--- src/hdl/gcpw_pkg.sv ---
`timescale 1ns / 1ps
// ----------------------------------------------------------------------------
// Glyph coverage pixel writer package
// Shared field widths, command codes, register indexes and control types.
// ----------------------------------------------------------------------------
package gcpw_pkg;

    localparam int CMD_W   = 2;
    localparam int COORD_W = 13;
    localparam int GLYPH_W = 8;
    localparam int CHAN_W  = 8;
    localparam int POS_W   = 12;
    localparam int COLOR_W = 32;
    localparam int NUM_CH  = 4;
    localparam int CFG_IDX_W  = 3;
    localparam int CFG_DATA_W = 32;

    localparam logic [CMD_W-1:0] CMD_GLYPH  = 2'd0;
    localparam logic [CMD_W-1:0] CMD_FLUSH  = 2'd1;
    localparam logic [CMD_W-1:0] CMD_DIRECT = 2'd2;

    localparam logic [CFG_IDX_W-1:0] REG_TEX_W   = 3'd0;
    localparam logic [CFG_IDX_W-1:0] REG_TEX_H   = 3'd1;
    localparam logic [CFG_IDX_W-1:0] REG_COLOR   = 3'd2;
    localparam logic [CFG_IDX_W-1:0] REG_AA      = 3'd3;
    localparam logic [CFG_IDX_W-1:0] REG_PREMULT = 3'd4;

    localparam logic [COORD_W-1:0] RESET_DIM   = 13'd256;
    localparam logic [COLOR_W-1:0] RESET_COLOR = 32'hFFFF_FFFF;
    localparam logic [CHAN_W-1:0]  CHAN_SAT    = 8'hFF;

    typedef struct packed {
        logic load_in;
        logic mul;
        logic div_load;
        logic div_step;
        logic finish;
    } gcpw_ctrl_t;

endpackage

--- src/hdl/glyph_coverage_pixel_writer.sv ---
`timescale 1ns / 1ps
// ----------------------------------------------------------------------------
// Glyph coverage pixel writer
// Clips, flips and scales glyph pixels into texture writes and tracks the
// dirty rectangle.
//
// The slave stream takes one word per glyph pixel, flush or direct write,
// with the command in s_tuser. The master stream returns exactly one word
// per accepted word: the pixel write flag in m_tuser, the write position and
// color, and the dirty rectangle grown by the write, before a flush clears it.
// Configuration is written through cfg_we, cfg_index and cfg_data; the user
// must write it only while the block is idle; the block does not enforce it.
// Each word passes through acceptance, one multiply step, one divider load,
// eight restoring divide steps shared by four channel lanes, and the
// hand-off to the output register, from which it shows on m_tdata. A new
// word is accepted while the previous result still waits in the output
// register; if the receiver stalls longer, the finished result waits
// inside and s_tready stays low.
// Reset restores the default registers and a full dirty rectangle.
// ----------------------------------------------------------------------------
module glyph_coverage_pixel_writer
    import gcpw_pkg::*;
#(
    parameter int MAX_DIM = 4096
)
(
    input  logic                  clk,
    input  logic                  rst_n,
    input  logic                  s_tvalid,
    output logic                  s_tready,
    // origin_x, origin_y, glyph_col, glyph_row, coverage, coverage_full
    input  logic [63:0]           s_tdata,
    // cmd
    input  logic [CMD_W-1:0]      s_tuser,
    output logic                  m_tvalid,
    input  logic                  m_tready,
    // write_x, write_y, write_color, rect_dirty, rect_min_x, rect_max_x,
    // rect_min_y, rect_max_y
    output logic [111:0]          m_tdata,
    // write_enable
    output logic                  m_tuser,
    input  logic                  cfg_we,
    input  logic [CFG_IDX_W-1:0]  cfg_index,
    input  logic [CFG_DATA_W-1:0] cfg_data
);

    gcpw_ctrl_t         ctrl;
    logic [POS_W-1:0]   write_x;
    logic [POS_W-1:0]   write_y;
    logic [COLOR_W-1:0] write_color;
    logic               rect_dirty;
    logic [COORD_W-1:0] rect_min_x;
    logic [COORD_W-1:0] rect_max_x;
    logic [COORD_W-1:0] rect_min_y;
    logic [COORD_W-1:0] rect_max_y;

    gcpw_ctrl u_ctrl (
        .clk      (clk),
        .rst_n    (rst_n),
        .s_tvalid (s_tvalid),
        .s_tready (s_tready),
        .m_tvalid (m_tvalid),
        .m_tready (m_tready),
        .ctrl     (ctrl)
    );

    gcpw_dp #(
        .MAX_DIM (MAX_DIM)
    ) u_dp (
        .clk           (clk),
        .rst_n         (rst_n),
        .cfg_we        (cfg_we),
        .cfg_index     (cfg_index),
        .cfg_data      (cfg_data),
        .cmd           (s_tuser),
        .origin_x      (s_tdata[12:0]),
        .origin_y      (s_tdata[25:13]),
        .glyph_col     (s_tdata[33:26]),
        .glyph_row     (s_tdata[41:34]),
        .coverage      (s_tdata[49:42]),
        .coverage_full (s_tdata[57:50]),
        .ctrl          (ctrl),
        .write_enable  (m_tuser),
        .write_x       (write_x),
        .write_y       (write_y),
        .write_color   (write_color),
        .rect_dirty    (rect_dirty),
        .rect_min_x    (rect_min_x),
        .rect_max_x    (rect_max_x),
        .rect_min_y    (rect_min_y),
        .rect_max_y    (rect_max_y)
    );

    assign m_tdata = {3'b000, rect_max_y, rect_min_y, rect_max_x, rect_min_x,
                      rect_dirty, write_color, write_y, write_x};

endmodule

--- src/hdl/gcpw_div.sv ---
`timescale 1ns / 1ps
// ----------------------------------------------------------------------------
// Channel scaler
// Registers value * coverage, then finds floor(product / full) one quotient
// bit per step with a restoring divider, saturated at 255.
// ----------------------------------------------------------------------------
module gcpw_div
    import gcpw_pkg::*;
(
    input  logic              clk,
    input  logic              mul,
    input  logic              load,
    input  logic              step,
    input  logic [CHAN_W-1:0] value,
    input  logic [CHAN_W-1:0] cov,
    input  logic [CHAN_W-1:0] full,
    output logic [CHAN_W-1:0] result
);

    logic [2*CHAN_W-1:0] prod_reg, prod_next;
    logic [CHAN_W-1:0]   rem_reg, rem_next;
    logic [CHAN_W-1:0]   quot_reg, quot_next;
    logic                sat_reg, sat_next;
    logic                zero_reg, zero_next;
    logic [CHAN_W:0]     trial;
    logic                fits;

    assign trial = {rem_reg, quot_reg[CHAN_W-1]};
    assign fits  = trial >= {1'b0, full};

    always_comb
    begin
        prod_next = prod_reg;
        rem_next  = rem_reg;
        quot_next = quot_reg;
        sat_next  = sat_reg;
        zero_next = zero_reg;
        if (mul)
        begin
            prod_next = value * cov;
        end
        if (load)
        begin
            rem_next  = prod_reg[2*CHAN_W-1:CHAN_W];
            quot_next = prod_reg[CHAN_W-1:0];
            sat_next  = prod_reg[2*CHAN_W-1:CHAN_W] >= full;
            zero_next = prod_reg == '0;
        end
        else if (step)
        begin
            rem_next  = fits ? CHAN_W'(trial - {1'b0, full}) : trial[CHAN_W-1:0];
            quot_next = {quot_reg[CHAN_W-2:0], fits};
        end
    end

    always_ff @(posedge clk)
    begin
        prod_reg <= prod_next;
        rem_reg  <= rem_next;
        quot_reg <= quot_next;
        sat_reg  <= sat_next;
        zero_reg <= zero_next;
    end

    assign result = zero_reg ? '0 : (sat_reg ? CHAN_SAT : quot_reg);

endmodule

--- src/hdl/gcpw_dp.sv ---
`timescale 1ns / 1ps
// ----------------------------------------------------------------------------
// Glyph coverage pixel writer datapath
// Configuration registers, clipping and flip, channel scalers, output word
// and the dirty rectangle.
// ----------------------------------------------------------------------------
module gcpw_dp
    import gcpw_pkg::*;
#(
    parameter int MAX_DIM = 4096
)
(
    input  logic                  clk,
    input  logic                  rst_n,
    input  logic                  cfg_we,
    input  logic [CFG_IDX_W-1:0]  cfg_index,
    input  logic [CFG_DATA_W-1:0] cfg_data,
    input  logic [CMD_W-1:0]      cmd,
    input  logic [COORD_W-1:0]    origin_x,
    input  logic [COORD_W-1:0]    origin_y,
    input  logic [GLYPH_W-1:0]    glyph_col,
    input  logic [GLYPH_W-1:0]    glyph_row,
    input  logic [CHAN_W-1:0]     coverage,
    input  logic [CHAN_W-1:0]     coverage_full,
    input  gcpw_ctrl_t            ctrl,
    output logic                  write_enable,
    output logic [POS_W-1:0]      write_x,
    output logic [POS_W-1:0]      write_y,
    output logic [COLOR_W-1:0]    write_color,
    output logic                  rect_dirty,
    output logic [COORD_W-1:0]    rect_min_x,
    output logic [COORD_W-1:0]    rect_max_x,
    output logic [COORD_W-1:0]    rect_min_y,
    output logic [COORD_W-1:0]    rect_max_y
);

    localparam int DimW = 15;
    localparam logic [DimW-1:0] DimLimit = DimW'(MAX_DIM);

    logic [COORD_W-1:0] tex_w_reg, tex_w_next;
    logic [COORD_W-1:0] tex_h_reg, tex_h_next;
    logic [COLOR_W-1:0] color_reg, color_next;
    logic               aa_reg, aa_next;
    logic               pm_reg, pm_next;

    logic               dirty_reg, dirty_next;
    logic [COORD_W-1:0] left_reg, left_next;
    logic [COORD_W-1:0] right_reg, right_next;
    logic [COORD_W-1:0] top_reg, top_next;
    logic [COORD_W-1:0] bottom_reg, bottom_next;

    logic [CMD_W-1:0]   cmd_reg, cmd_next;
    logic [COORD_W-1:0] ox_reg, ox_next;
    logic [COORD_W-1:0] oy_reg, oy_next;
    logic [GLYPH_W-1:0] col_reg, col_next;
    logic [GLYPH_W-1:0] row_reg, row_next;
    logic [CHAN_W-1:0]  cov_reg, cov_next;
    logic [CHAN_W-1:0]  full_reg, full_next;

    logic               we_reg, we_next;
    logic [COORD_W-1:0] x_reg, x_next;
    logic [COORD_W-1:0] y_reg, y_next;
    logic               scale_reg, scale_next;
    logic               flush_reg, flush_next;

    logic               out_we_reg, out_we_next;
    logic [POS_W-1:0]   out_x_reg, out_x_next;
    logic [POS_W-1:0]   out_y_reg, out_y_next;
    logic [COLOR_W-1:0] out_color_reg, out_color_next;
    logic               out_dirty_reg, out_dirty_next;
    logic [COORD_W-1:0] out_left_reg, out_left_next;
    logic [COORD_W-1:0] out_right_reg, out_right_next;
    logic [COORD_W-1:0] out_top_reg, out_top_next;
    logic [COORD_W-1:0] out_bottom_reg, out_bottom_next;

    logic [COORD_W-1:0] eff_w;
    logic [COORD_W-1:0] eff_h;
    logic [COORD_W:0]   px;
    logic [COORD_W:0]   pr;
    logic               px_in;
    logic               pr_in;
    logic               ox_in;
    logic               oy_in;
    logic               mono_bit;
    logic               glyph_hit;
    logic [COORD_W-1:0] flip_y;
    logic [COORD_W-1:0] x_end;
    logic [COORD_W-1:0] y_end;
    logic               grow_dirty;
    logic [COORD_W-1:0] grow_left;
    logic [COORD_W-1:0] grow_right;
    logic [COORD_W-1:0] grow_top;
    logic [COORD_W-1:0] grow_bottom;
    logic [COLOR_W-1:0] color_sel;
    logic [CHAN_W-1:0]  scaled [NUM_CH];

    // Lane i scales byte i of the draw color; lane 3 is alpha.
    for (genvar i = 0; i < NUM_CH; i++)
    begin : g_lane
        gcpw_div u_div (
            .clk    (clk),
            .mul    (ctrl.mul),
            .load   (ctrl.div_load),
            .step   (ctrl.div_step),
            .value  (color_reg[i*CHAN_W +: CHAN_W]),
            .cov    (cov_reg),
            .full   (full_reg),
            .result (scaled[i])
        );
    end

    assign eff_w = (DimW'(tex_w_reg) > DimLimit) ? DimLimit[COORD_W-1:0] : tex_w_reg;
    assign eff_h = (DimW'(tex_h_reg) > DimLimit) ? DimLimit[COORD_W-1:0] : tex_h_reg;

    assign px = {ox_reg[COORD_W-1], ox_reg} + (COORD_W+1)'(col_reg);
    assign pr = {oy_reg[COORD_W-1], oy_reg} + (COORD_W+1)'(row_reg);
    assign px_in = !px[COORD_W] && (px[COORD_W-1:0] < eff_w);
    assign pr_in = !pr[COORD_W] && (pr[COORD_W-1:0] < eff_h);
    assign ox_in = !ox_reg[COORD_W-1] && (ox_reg < eff_w);
    assign oy_in = !oy_reg[COORD_W-1] && (oy_reg < eff_h);
    assign mono_bit  = cov_reg[3'd7 - col_reg[2:0]];
    assign glyph_hit = aa_reg ? (cov_reg != '0) : mono_bit;
    assign flip_y    = COORD_W'(eff_h - 13'd1 - pr[COORD_W-1:0]);

    always_comb
    begin
        we_next    = we_reg;
        x_next     = x_reg;
        y_next     = y_reg;
        scale_next = scale_reg;
        flush_next = flush_reg;
        if (ctrl.mul)
        begin
            scale_next = aa_reg && (cmd_reg == CMD_GLYPH);
            flush_next = cmd_reg == CMD_FLUSH;
            case (cmd_reg)
                CMD_GLYPH:
                begin
                    we_next = px_in && pr_in && glyph_hit;
                    x_next  = px[COORD_W-1:0];
                    y_next  = flip_y;
                end
                CMD_DIRECT:
                begin
                    we_next = ox_in && oy_in;
                    x_next  = ox_reg;
                    y_next  = oy_reg;
                end
                default:
                begin
                    we_next = 1'b0;
                    x_next  = '0;
                    y_next  = '0;
                end
            endcase
        end
    end

    assign x_end = COORD_W'(x_reg + 13'd1);
    assign y_end = COORD_W'(y_reg + 13'd1);
    assign grow_dirty  = dirty_reg || we_reg;
    assign grow_left   = (we_reg && (x_reg < left_reg)) ? x_reg : left_reg;
    assign grow_right  = (we_reg && (x_end > right_reg)) ? x_end : right_reg;
    assign grow_top    = (we_reg && (y_reg < top_reg)) ? y_reg : top_reg;
    assign grow_bottom = (we_reg && (y_end > bottom_reg)) ? y_end : bottom_reg;

    always_comb
    begin
        if (scale_reg && pm_reg)
        begin
            color_sel = {scaled[3], scaled[2], scaled[1], scaled[0]};
        end
        else if (scale_reg)
        begin
            color_sel = {scaled[3], color_reg[3*CHAN_W-1:0]};
        end
        else
        begin
            color_sel = color_reg;
        end
    end

    always_comb
    begin
        tex_w_next = tex_w_reg;
        tex_h_next = tex_h_reg;
        color_next = color_reg;
        aa_next    = aa_reg;
        pm_next    = pm_reg;
        if (cfg_we)
        begin
            case (cfg_index)
                REG_TEX_W:   tex_w_next = cfg_data[COORD_W-1:0];
                REG_TEX_H:   tex_h_next = cfg_data[COORD_W-1:0];
                REG_COLOR:   color_next = cfg_data[COLOR_W-1:0];
                REG_AA:      aa_next    = cfg_data[0];
                REG_PREMULT: pm_next    = cfg_data[0];
                default:     ;
            endcase
        end
    end

    always_comb
    begin
        cmd_next  = cmd_reg;
        ox_next   = ox_reg;
        oy_next   = oy_reg;
        col_next  = col_reg;
        row_next  = row_reg;
        cov_next  = cov_reg;
        full_next = full_reg;
        if (ctrl.load_in)
        begin
            cmd_next  = cmd;
            ox_next   = origin_x;
            oy_next   = origin_y;
            col_next  = glyph_col;
            row_next  = glyph_row;
            cov_next  = coverage;
            full_next = coverage_full;
        end
    end

    always_comb
    begin
        dirty_next      = dirty_reg;
        left_next       = left_reg;
        right_next      = right_reg;
        top_next        = top_reg;
        bottom_next     = bottom_reg;
        out_we_next     = out_we_reg;
        out_x_next      = out_x_reg;
        out_y_next      = out_y_reg;
        out_color_next  = out_color_reg;
        out_dirty_next  = out_dirty_reg;
        out_left_next   = out_left_reg;
        out_right_next  = out_right_reg;
        out_top_next    = out_top_reg;
        out_bottom_next = out_bottom_reg;
        if (ctrl.finish)
        begin
            out_we_next     = we_reg;
            out_x_next      = we_reg ? x_reg[POS_W-1:0] : '0;
            out_y_next      = we_reg ? y_reg[POS_W-1:0] : '0;
            out_color_next  = we_reg ? color_sel : '0;
            out_dirty_next  = grow_dirty;
            out_left_next   = grow_left;
            out_right_next  = grow_right;
            out_top_next    = grow_top;
            out_bottom_next = grow_bottom;
            if (flush_reg)
            begin
                dirty_next  = 1'b0;
                left_next   = eff_w;
                right_next  = '0;
                top_next    = eff_h;
                bottom_next = '0;
            end
            else
            begin
                dirty_next  = grow_dirty;
                left_next   = grow_left;
                right_next  = grow_right;
                top_next    = grow_top;
                bottom_next = grow_bottom;
            end
        end
    end

    always_ff @(posedge clk or negedge rst_n)
    begin
        if (!rst_n)
        begin
            tex_w_reg  <= RESET_DIM;
            tex_h_reg  <= RESET_DIM;
            color_reg  <= RESET_COLOR;
            aa_reg     <= 1'b1;
            pm_reg     <= 1'b0;
            dirty_reg  <= 1'b1;
            left_reg   <= '0;
            right_reg  <= RESET_DIM;
            top_reg    <= '0;
            bottom_reg <= RESET_DIM;
        end
        else
        begin
            tex_w_reg  <= tex_w_next;
            tex_h_reg  <= tex_h_next;
            color_reg  <= color_next;
            aa_reg     <= aa_next;
            pm_reg     <= pm_next;
            dirty_reg  <= dirty_next;
            left_reg   <= left_next;
            right_reg  <= right_next;
            top_reg    <= top_next;
            bottom_reg <= bottom_next;
        end
    end

    always_ff @(posedge clk)
    begin
        cmd_reg        <= cmd_next;
        ox_reg         <= ox_next;
        oy_reg         <= oy_next;
        col_reg        <= col_next;
        row_reg        <= row_next;
        cov_reg        <= cov_next;
        full_reg       <= full_next;
        we_reg         <= we_next;
        x_reg          <= x_next;
        y_reg          <= y_next;
        scale_reg      <= scale_next;
        flush_reg      <= flush_next;
        out_we_reg     <= out_we_next;
        out_x_reg      <= out_x_next;
        out_y_reg      <= out_y_next;
        out_color_reg  <= out_color_next;
        out_dirty_reg  <= out_dirty_next;
        out_left_reg   <= out_left_next;
        out_right_reg  <= out_right_next;
        out_top_reg    <= out_top_next;
        out_bottom_reg <= out_bottom_next;
    end

    assign write_enable = out_we_reg;
    assign write_x      = out_x_reg;
    assign write_y      = out_y_reg;
    assign write_color  = out_color_reg;
    assign rect_dirty   = out_dirty_reg;
    assign rect_min_x   = out_left_reg;
    assign rect_max_x   = out_right_reg;
    assign rect_min_y   = out_top_reg;
    assign rect_max_y   = out_bottom_reg;

endmodule

--- src/hdl/gcpw_ctrl.sv ---
`timescale 1ns / 1ps
// ----------------------------------------------------------------------------
// Glyph coverage pixel writer controller
// Sequences capture, multiply, divider load, divide steps and output hand-off.
// ----------------------------------------------------------------------------
module gcpw_ctrl
    import gcpw_pkg::*;
(
    input  logic       clk,
    input  logic       rst_n,
    input  logic       s_tvalid,
    output logic       s_tready,
    output logic       m_tvalid,
    input  logic       m_tready,
    output gcpw_ctrl_t ctrl
);

    typedef enum logic [4:0] {
        S_IDLE = 5'b00001,
        S_MUL  = 5'b00010,
        S_LOAD = 5'b00100,
        S_DIV  = 5'b01000,
        S_DONE = 5'b10000
    } gcpw_state_t;

    localparam int StepW = $clog2(CHAN_W);
    localparam logic [StepW-1:0] LastStep = StepW'(CHAN_W - 1);

    gcpw_state_t      state_reg, state_next;
    logic [StepW-1:0] step_reg, step_next;
    logic             valid_reg, valid_next;
    logic             out_free;

    assign out_free = !valid_reg || m_tready;
    assign s_tready = state_reg == S_IDLE;
    assign m_tvalid = valid_reg;

    always_comb
    begin
        state_next    = state_reg;
        step_next     = step_reg;
        valid_next    = valid_reg && !m_tready;
        ctrl          = '0;
        case (state_reg)
            S_IDLE:
            begin
                if (s_tvalid)
                begin
                    ctrl.load_in = 1'b1;
                    state_next   = S_MUL;
                end
            end
            S_MUL:
            begin
                ctrl.mul   = 1'b1;
                state_next = S_LOAD;
            end
            S_LOAD:
            begin
                ctrl.div_load = 1'b1;
                step_next     = '0;
                state_next    = S_DIV;
            end
            S_DIV:
            begin
                ctrl.div_step = 1'b1;
                step_next     = StepW'(step_reg + 1'b1);
                if (step_reg == LastStep)
                begin
                    state_next = S_DONE;
                end
            end
            S_DONE:
            begin
                if (out_free)
                begin
                    ctrl.finish = 1'b1;
                    valid_next  = 1'b1;
                    state_next  = S_IDLE;
                end
            end
            default:
            begin
                state_next = S_IDLE;
            end
        endcase
    end

    always_ff @(posedge clk or negedge rst_n)
    begin
        if (!rst_n)
        begin
            state_reg <= S_IDLE;
            step_reg  <= '0;
            valid_reg <= 1'b0;
        end
        else
        begin
            state_reg <= state_next;
            step_reg  <= step_next;
            valid_reg <= valid_next;
        end
    end

endmodule

--- config.mk ---
export PLATFORM = sky130hd
export DESIGN_NAME = glyph_coverage_pixel_writer
export DESIGN_NICKNAME = d
export VERILOG_FILES = /design/src/hdl/gcpw_pkg.sv /design/src/hdl/glyph_coverage_pixel_writer.sv /design/src/hdl/gcpw_div.sv /design/src/hdl/gcpw_dp.sv /design/src/hdl/gcpw_ctrl.sv
export SDC_FILE = /design/constraint.sdc
export NUM_CORES = 1
export LEC_CHECK = 0
export ABC_AREA = 1
export BUFFER_PORTS_ARGS = -buffer_cell sky130_fd_sc_hd__buf_2
export CELL_PAD_IN_SITES_DETAIL_PLACEMENT = 0
export CELL_PAD_IN_SITES_GLOBAL_PLACEMENT = 1
export CORE_ASPECT_RATIO = 2
export CORE_MARGIN = 1.5
export CORE_UTILIZATION = 46
export CTS_CLUSTER_SIZE = 30
export DETAILED_ROUTE_END_ITERATION = 10
export PLACE_DENSITY_LB_ADDON = 0.1
export SYNTH_ARGS = -nofsm -noshare
export SYNTH_HDL_FRONTEND = slang
export SYNTH_SLANG_ARGS = --single-unit
--- constraint.sdc ---
create_clock -name clk -period 25.7 [get_ports clk]
set_input_delay 0 -clock clk [delete_from_list [all_inputs] [get_ports clk]]
set_output_delay 0 -clock clk [all_outputs]
set_load 0.01 [all_outputs]
==> out/qor.txt <==
drt first-iter violations: 1115
Synth warnings: 0
Syn Area/Cell: 8.51 sq um
worst r2r src: u_dp.cov_reg[5]
Hold EP: u_dp.ox_reg[8]
Gate Count Post-Synth: 4012
FF/Latch Area: 13200 sq um
most common cell after layout, fill and taps aside: nand2_1
clock buffer count from CTS: 47
Final #Nets: 4859
htree depth: 2
Net Switching: 2.76 mW
FILL cells: 7143
status: complete, no violations
# DRC: 0
clock power share: 12.6%
Worst Path Arrival: 5.29 ns
Setup TNS: 0 ns
RSZ-0062 raised after global routing: false
Flop pwr share: 24.6%
number of cell rows: 141
via-per-instance ratio: 5.14
Switching Fraction: 48.9%
gpl congestion: 0.917
Synth cell types: 60
CP required: 26.07 ns
Layout Area Growth over Synthesis: 13.0%
pwr/cell area: 147 nW/um^2
I/O Buffers: 211
critical path class: register to register
Worst Reg2Reg Path Length in Cells: 17
via count: 26900
Synth Flop Type: edfxtp_1
final count of negative-setup-slack endpoints: 0
FF-to-FF setup slack: 20.78 ns
largest net degree at the start of global routing: 81
WHS Path Cells: 2
Worst-path clk slew: 0.07 ns
Mapped Area: 34100 sq um
Tightest Pin Transition: 1.08 ns
most frequent cells in the layout: nand2_1 (1119), inv_1 (766), ha_1 (338), edfxtp_1 (335), buf_2 (210)
clock skew: 0.0325 ns
initial core utilization: 46.4%
drt wl/cell: 19.1 um
CP bufs+invs: 4
die width: 196 um
Critical Path End Type: register
Final ANT Viol Nets: 0
total I/O pin count: 221
initial antenna violation count: 2
final wirelength: 99.8 mm
GRT Resource Usage Total: 26.6%
layout cells sized above 1: 9.67%
Die ar.: 75900 sq um
Relative slew margins: 27.8%
crit-path max FO: 31
sequential element share of the synthesized area: 38.6%
first-pass GRT wire length: 153 mm
post-DP HPWL: 75.0 mm
Max Slew Vio Count: 0
area occupied by multi-input gates: 17500 sq um
FMAX: 203 MHz
slowest cell delay on critical path: 0.55 ns
final instance area: 38600 sq um
Pint: 2.89 mW
VDD IR-drop max: 0.119 mV
max_cap viols: 0
HP Start: s_tdata[8]
grt total ovfl: 0
reg2reg end: u_dp.g_lane[3].u_div.prod_reg[14]
DRT Pass-1 Iters: 6
Tmin final: 4.92 ns
root buffer cell: clkbuf_16
CTS tree: built
Top delay family on crit path: adder cells
max FFs per register: 64
most frequent CP cell: fa_1
leakage: 20.0 nW
dpl cell area: 35900 sq um
CTS sink count: 457
postcts setup bufs: 0
Final Util: 52.4%
worst skew pair latency: 0.64 ns
Hold Vio Cnt, Final: 0
number of flops mapped to enable cells by yosys: 335
Core ar.: 73600 sq um
power share of the combinational group: 62.8%
Hold Path Class: input port to register
slowest cell on the critical path: fa_1
Critical Path Source Type: register
#FFs+latches synth: 457
Final Cycle Share: 19.2%
CP cell instances: buf_4 > nand2_1 > fa_1 > fa_1 > inv_1 > fa_1 > inv_1 > fa_1 > inv_1 > ha_1 > a21oi_1 > o21ai_0 > a21oi_1 > nor2_1 > nand2_1 > nand2_1 > xor2_1
number of global-route vias before repair: 27700
asr flop ratio synth: 26.7%
Die Height: 388 um
CTS max path bufs: 3
==> synth_stat cells (all sizes together), types with 5 or more instances <==
library cell / count / area (sq um)
ha: 338 / 4230
inv: 770 / 2890
o21bai: 13 / 124
fa: 151 / 3020
mux2: 19 / 214
buf: 64 / 344
nand3: 212 / 1090
nand3b: 11 / 82.6
nor2: 134 / 539
a21boi: 5 / 37.5
a21o: 9 / 67.6
clkbuf: 72 / 270
dfrtp: 83 / 2080
and2: 27 / 169
xor2: 75 / 657
or2: 8 / 50.1
xnor2: 29 / 254
edfxtp: 335 / 10100
nand4: 57 / 363
nand2: 1127 / 4250
o21ai: 160 / 805
a21oi: 198 / 1020
nor4: 12 / 75.1
dfstp: 39 / 1020
nor3: 32 / 181
==> per-layer routing <==
metal	vias up	part of all wire, %	GRT usage (%)
met5	-	0.0070	0
met2	601	58	55.0
li1	13300	-	-
met3	231	3.1	2.54
met1	12800	34	25.1
met4	2	5.4	13.4
==> worst max path at each step <==
stage / from / endpoint / cells after the start
5_1_grt: u_dp.cov_reg[5] / u_dp.g_lane[3].u_div.prod_reg[14] / 17
4_1_cts: u_dp.cov_reg[5] / u_dp.g_lane[3].u_div.prod_reg[14] / 17
3_3_place_gp: u_dp.cov_reg[5] / u_dp.g_lane[3].u_div.prod_reg[14] / 17
6_report: u_dp.cov_reg[5] / u_dp.g_lane[3].u_div.prod_reg[14] / 17
3_5_place_dp: u_dp.cov_reg[5] / u_dp.g_lane[3].u_div.prod_reg[14] / 17
2_1_floorplan: u_ctrl.state_reg[4] / u_dp.flush_reg / 1
==> final cells by class <==
| type | count | share of cell area [%] |
|---|---|---|
| Tap cell | 929 | 3.01 |
| Inverter | 773 | 7.53 |
| Timing Repair Buffer | 337 | 5.88 |
| Clock buffer | 56 | 3.33 |
| Multi-Input combinational cell | 2648 | 45.4 |
| Antenna cell | 1 | 0.00649 |
| Clock inverter | 32 | 0.756 |
| Sequential cell | 457 | 34.1 |
==> stage by stage <==
stage	std cells	total power [mW]	hold slack (ns)	setup WS [ns]
floorplan	4014	4.00	-0.296	15.50
global placement	5041	4.94	0.100	20.84
detailed placement	5041	4.99	0.0961	20.79
CTS	5232	5.74	0.0457	20.74
global route	5232	6.26	0.0757	20.52
finish	5233	5.65	0.0765	20.78
==> cells by family after synthesis <==
logic type | count (synthesis) | share of synthesized area, %
compound gates | 411 | 6.60
xor+xnor | 104 | 2.67
fa+ha+maj | 489 | 21.2
buf+inv | 909 | 10.3
flops | 457 | 38.6
mux | 19 | 0.627
other cells | 1 | 0.0110
simple gates | 1622 | 20.0
==> power by group through the flow <==
stage / logic (mW) / clock network (mW) / registers [mW]
6_report: 3.55 / 0.712 / 1.39
5_1_grt: 4.10 / 0.751 / 1.41
4_1_cts: 3.62 / 0.729 / 1.39
3_5_place_dp: 3.59 / 0 / 1.40
3_3_place_gp: 3.54 / 0 / 1.40
2_1_floorplan: 2.70 / 0 / 1.30
==> what timing repair did <==
item	in CTS	in global routing
hold buffers	103	0
resized for setup	0	0
hold endpoints to repair	190	0
(Power assumes the default switching activity.)
